**src/hw/rtl/qrs_pkg.sv**
```systemverilog
// Shared constants, result codes and the pipeline control bundle of the
// quadratic root solver. No dependencies.
package qrs_pkg;

  // Coefficient width and fraction bits (signed Q16.16)
  localparam int CW  = 32;
  localparam int FB  = 16;
  // Magnitude plus one bit: 2*|a|, -b, -c
  localparam int BW  = CW + 1;
  // Products and discriminant
  localparam int PW  = 2 * CW;
  localparam int DW  = 2 * CW + 2;
  // Square root width (floor sqrt of a DW-bit value)
  localparam int SW  = CW + 1;
  // Signed numerator -b -+ s, and its magnitude
  localparam int NSW = CW + 3;
  localparam int NW  = CW + 2;
  // Stream widths
  localparam int IN_W  = 3 * CW;
  localparam int OUT_W = ((2 + 2 * CW + 1 + 7) / 8) * 8;

  // Root count codes
  localparam logic [1:0] CNT_NONE = 2'd0;
  localparam logic [1:0] CNT_ONE  = 2'd1;
  localparam logic [1:0] CNT_TWO  = 2'd2;
  localparam logic [1:0] CNT_ALL  = 2'd3;

  // Control carried alongside the datapath
  typedef struct packed {
    logic [1:0]           count;
    logic                 den_neg;
    logic [BW-1:0]        den_mag;
    logic signed [BW-1:0] base;
  } ctrl_t;

endpackage

```
**src/hw/rtl/qrs_isqrt.sv**
```systemverilog
// Pipelined floor square root of the discriminant, one root bit per stage.
// Depends on qrs_pkg.
module qrs_isqrt (
  input  logic                      clk,
  input  logic                      rst,
  input  logic                      ce,
  input  logic                      in_valid,
  input  logic [qrs_pkg::DW-1:0]    in_disc,
  input  qrs_pkg::ctrl_t            in_ctrl,
  output logic                      out_valid,
  output logic [qrs_pkg::SW-1:0]    out_root,
  output qrs_pkg::ctrl_t            out_ctrl
);

  logic                   vld  [0:qrs_pkg::SW];
  logic [qrs_pkg::DW-1:0] rem  [0:qrs_pkg::SW];
  logic [qrs_pkg::SW-1:0] root [0:qrs_pkg::SW];
  qrs_pkg::ctrl_t         ctl  [0:qrs_pkg::SW];

  assign vld[0]  = in_valid;
  assign rem[0]  = in_disc;
  assign root[0] = '0;
  assign ctl[0]  = in_ctrl;

  for (genvar g = 0; g < qrs_pkg::SW; g++) begin : g_stage
    localparam int BIT = qrs_pkg::SW - 1 - g;
    logic [qrs_pkg::DW-1:0] trial;
    logic                   take;

    // (r + 2^i)^2 <= D  <=>  D - r^2 >= r*2^(i+1) + 2^(2i)
    always_comb begin
      trial = (qrs_pkg::DW'(root[g]) << (BIT + 1)) | (qrs_pkg::DW'(1) << (2 * BIT));
      take  = rem[g] >= trial;
    end

    always_ff @(posedge clk) begin
      if (rst) vld[g+1] <= 1'b0;
      else if (ce) vld[g+1] <= vld[g];
    end

    always_ff @(posedge clk) begin
      if (ce) begin
        rem[g+1]  <= take ? (rem[g] - trial) : rem[g];
        root[g+1] <= take ? (root[g] | (qrs_pkg::SW'(1) << BIT)) : root[g];
        ctl[g+1]  <= ctl[g];
      end
    end
  end

  assign out_valid = vld[qrs_pkg::SW];
  assign out_root  = root[qrs_pkg::SW];
  assign out_ctrl  = ctl[qrs_pkg::SW];

endmodule

```
**config.mk**
```make
export PLATFORM = sky130hd
export DESIGN_NAME = qrs_isqrt
export DESIGN_NICKNAME = d
export VERILOG_FILES = /design/src/hw/rtl/qrs_pkg.sv /design/src/hw/rtl/qrs_isqrt.sv
export SDC_FILE = /design/constraint.sdc
export NUM_CORES = 2
export LEC_CHECK = 0
export BUFFER_PORTS_ARGS = -buffer_cell sky130_fd_sc_hd__buf_2
export CORE_MARGIN = 5
export CORE_UTILIZATION = 45
export DETAILED_ROUTE_END_ITERATION = 7
export PLACE_DENSITY = 0.6
export SYNTH_ARGS = -nofsm -noshare
export SYNTH_HDL_FRONTEND = slang
export SYNTH_SLANG_ARGS = --single-unit
export TNS_END_PERCENT = 100
```
**constraint.sdc**
```tcl
create_clock -name clk -period 5.15 [get_ports clk]
set_clock_uncertainty 0.2 [all_clocks]
set_input_delay 0 -clock clk [delete_from_list [all_inputs] [get_ports clk]]
set_output_delay 0 -clock clk [all_outputs]
set_load 0.01 [all_outputs]
```
==> results.sh <==
export IMPL_yosys_cell_count_top_type="edfxtp_1"
export IMPL_htree_levels=6
export IMPL_port_buffer_count=241
export IMPL_area_delta_synth_final_pct=15.3
export IMPL_crit_fanout=6
export IMPL_final_nets=14500
export IMPL_drc=1
export IMPL_drt_iter0_drc=7600
export IMPL_maxCapViolCount=0
export IMPL_setup_viol_count_final=0
export IMPL_cts_made_buffers=535
export IMPL_status="finished with violations"
export IMPL_report_final_hold_viol_count=0
export IMPL_clkSlewWorstSetupHoldPaths_ns=0.06
export IMPL_crit_arrival_ns=5.22
export IMPL_grt_overflow_total=0
export IMPL_placed_cells=18700
export IMPL_drive_gt1_share_pct=9.52
export IMPL_finalNonFillerCells=20100
export IMPL_viasPerCell=5.17
export IMPL_vdd_drop_max_mv=0.349
export IMPL_postRouteAntennaNets=0
export IMPL_num_fill_cells=36000
export IMPL_vias=104000
export IMPL_wl_per_cell_um=20.1
export IMPL_yosys_top_cells_count="edfxtp_1 (4950), nor2_1 (775), inv_1 (731)"
export IMPL_clock_sinks=4983
export IMPL_gp_congestion=0.918
export IMPL_period_minus_slack_ns=4.68
export IMPL_dp_hpwl_um=282000
export IMPL_critPathRequiredTime_ns=5.68
export IMPL_synthCells=12700
export IMPL_design_core_area_um2=438000
export IMPL_final_setup_worst_slack_ns=0.465
export IMPL_hold_path_class="input port to flip-flop"
export IMPL_die_x_um=674
export IMPL_max_slew_margin_pct=15.8
export IMPL_grt_pass1_wl_um=619000
export IMPL_antenna_found_initial=7
export IMPL_grt_pass1_vias=104000
export IMPL_max_slew_worst_pin_slew_ns=1.26
export IMPL_ys_seq_area_share_pct=75.3
export IMPL_ys_seq_elements=4983
export IMPL_setup_tns_final_ns=0
export IMPL_yosysTopAreaCell="edfxtp_1"
export IMPL_synth_top_area_share_pct=75.0
export IMPL_totalPowerFinal_mw=104
export IMPL_syn_area_um2=198000
export IMPL_cts_tree="done"
export IMPL_fp_dieH_um=674
export IMPL_place_worst_setup_slack_ns=0.586
export IMPL_rrSetupSlack_ns=0.47
export IMPL_start_util_pct=45.2
export IMPL_post_cts_buffers=0
export IMPL_path_class="flip-flop to flip-flop"
export IMPL_num_rows=243
export IMPL_powerDensity_nw_per_um2=454
export IMPL_grt_max_degree=212
export IMPL_routed_wirelength_um=404000
export IMPL_cts_root_buf="clkbuf_16"
export IMPL_timing_fmax_mhz=213
export IMPL_grt_total_usage_pct=17.5
export IMPL_yosys_warnings=0
export IMPL_clk_insertion_delay_late_ns=1.03
export IMPL_failed_checks="DRC"
export IMPL_first_pass_iters=8
export IMPL_drv_slew=0
export IMPL_critPathLaunchType="flip-flop"
export IMPL_synth_area_top_cells="edfxtp_1 (75%), ha_1 (3.7%), xnor2_1 (2.2%)"
export IMPL_fin_crit_sh_pct=91.0
export IMPL_avgSynthCellArea_um2=15.6
export IMPL_async_flop_share_pct=0
export IMPL_cellLeakagePower_nw=83.1
export IMPL_synth_nets=13400
export IMPL_synth_edf_count=4950
export IMPL_dieArea_um2=454000
export IMPL_end_kind="flip-flop"
export IMPL_synth_cell_types=98
export IMPL_rsz0062_at_grt="no"
export IMPL_ios=242
export IMPL_cts_max_path_buffers=4
export IMPL_ys_flop_type="edfxtp_1"
==> registers in the layout, summed over array words and instances (netlist names) <==
name and count:
vld 32, ctl 2208, out_root 33, out_ctrl 69, out_valid 1, rem 2112
g_stage.trial 528
==> cell families (layout without fill, tap and decap cells) <==
| logic type | count (synthesis) | count (layout) | synth area share [%] |
|---|---|---|---|
| AOI/OAI and AO/OA | 1961 | 1961 | 6.12 |
| xor gates and xnor gates | 939 | 939 | 4.15 |
| adders and majority gates | 590 | 590 | 3.72 |
| buffers and inverters | 1021 | 2522 | 2.09 |
| DFF | 4983 | 4983 | 75.3 |
| muxes | 128 | 128 | 0.700 |
| other | 0 | 18 | 0 |
| and+or+nand+nor | 3062 | 3062 | 7.90 |
==> final timing paths <==
path                                            end          startpoint  depth (start not counted)
worst min-delay path            ctl[1808]$_DFFE_PP_                  ce                          3
worst min register to register   ctl[780]$_DFFE_PP_  ctl[849]$_DFFE_PP_                          0
worst max register to register   rem[186]$_DFFE_PP_  rem[238]$_DFFE_PP_                         10
worst max-delay path             rem[186]$_DFFE_PP_  rem[238]$_DFFE_PP_                         10
==> routing by layer <==
metal	vias up	global-route usage [%]	routed length, um
met1	50600	21.5	165000
met4	0	7.00	17000
li1	50400	-	-
met5	-	0	0
met2	2111	31.1	207000
met3	801	2.31	15100
==> metrics by stage <==
stage	utilization [%]	cell area, um2	hold WS [ns]
6_report	52.1	228000	0.106
5_1_grt	52.1	228000	0.0755
4_1_cts	52.1	228000	0.0157
3_5_place_dp	47.3	207000	-0.0219
3_3_place_gp	47.3	207000	-0.0239
2_1_floorplan	-	198000	-0.101
==> critical path: stages, from the launching register on <==
cell and delay [ns]:
edfxtp_1 0.48, or4_1 0.58, nor3_1 0.62, and2_1 0.30, nand2_1 0.23, nor4_1 0.39
nor4_1 0.12, a31oi_1 0.45, o311ai_1 0.40, or4_1 0.51, xnor2_1 0.15
==> cell usage in the layout (no fill, tap or decap), types with 35 or more instances in the layout <==
| master | count |
|---|---|
| nand3_1 | 165 |
| or2_2 | 47 |
| clkbuf_1 | 120 |
| nor2b_1 | 76 |
| a31oi_1 | 46 |
| buf_4 | 140 |
| nor4_1 | 346 |
| clkinv_2 | 82 |
| ha_1 | 590 |
| nor2_1 | 774 |
| nor3_1 | 300 |
| buf_12 | 37 |
| mux2i_1 | 43 |
| a21oi_1 | 722 |
| or3_1 | 121 |
| o21a_1 | 118 |
| dlygate4sd3_1 | 414 |
| clkbuf_16 | 543 |
| buf_2 | 241 |
| mux2_2 | 83 |
| nor4b_1 | 48 |
| xnor2_1 | 497 |
| o21ai_0 | 403 |
| nand2b_1 | 98 |
| inv_1 | 731 |
| clkinv_1 | 104 |
| nand2_1 | 608 |
| edfxtp_1 | 4950 |
| and3_1 | 44 |
| or4_1 | 55 |
| nand4_1 | 201 |
| o211ai_1 | 35 |
| o31ai_1 | 49 |
| xor2_1 | 442 |
| o21bai_1 | 52 |
| a21o_1 | 290 |
==> power breakdown <==
part	switching, mW	total, mW	internal (mW)
Combinational	8.66	14.7	6.03
Clock	15.6	36.8	21.2
Sequential	2.68	52.2	49.6
==> layout make-up <==
class,instances,area [um2],area share (%)
diodes,18,45.0,0.0197
clock buffers,667,14100,6.17
clock inverters,289,2880,1.26
inverters,734,2760,1.21
multi-input cells,6680,44900,19.6
flip-flops and latches,4983,149000,65.4
well taps,5880,7360,3.22
repair buffers,832,7140,3.13
==> timing repair <==
action	in CTS	in global routing
endpoints found under the hold margin	4163	0
hold buffers	414	0
setup endpoints to repair	0	0
gates resized for setup	0	0
Note: power is estimated with default switching activity, not from simulation.
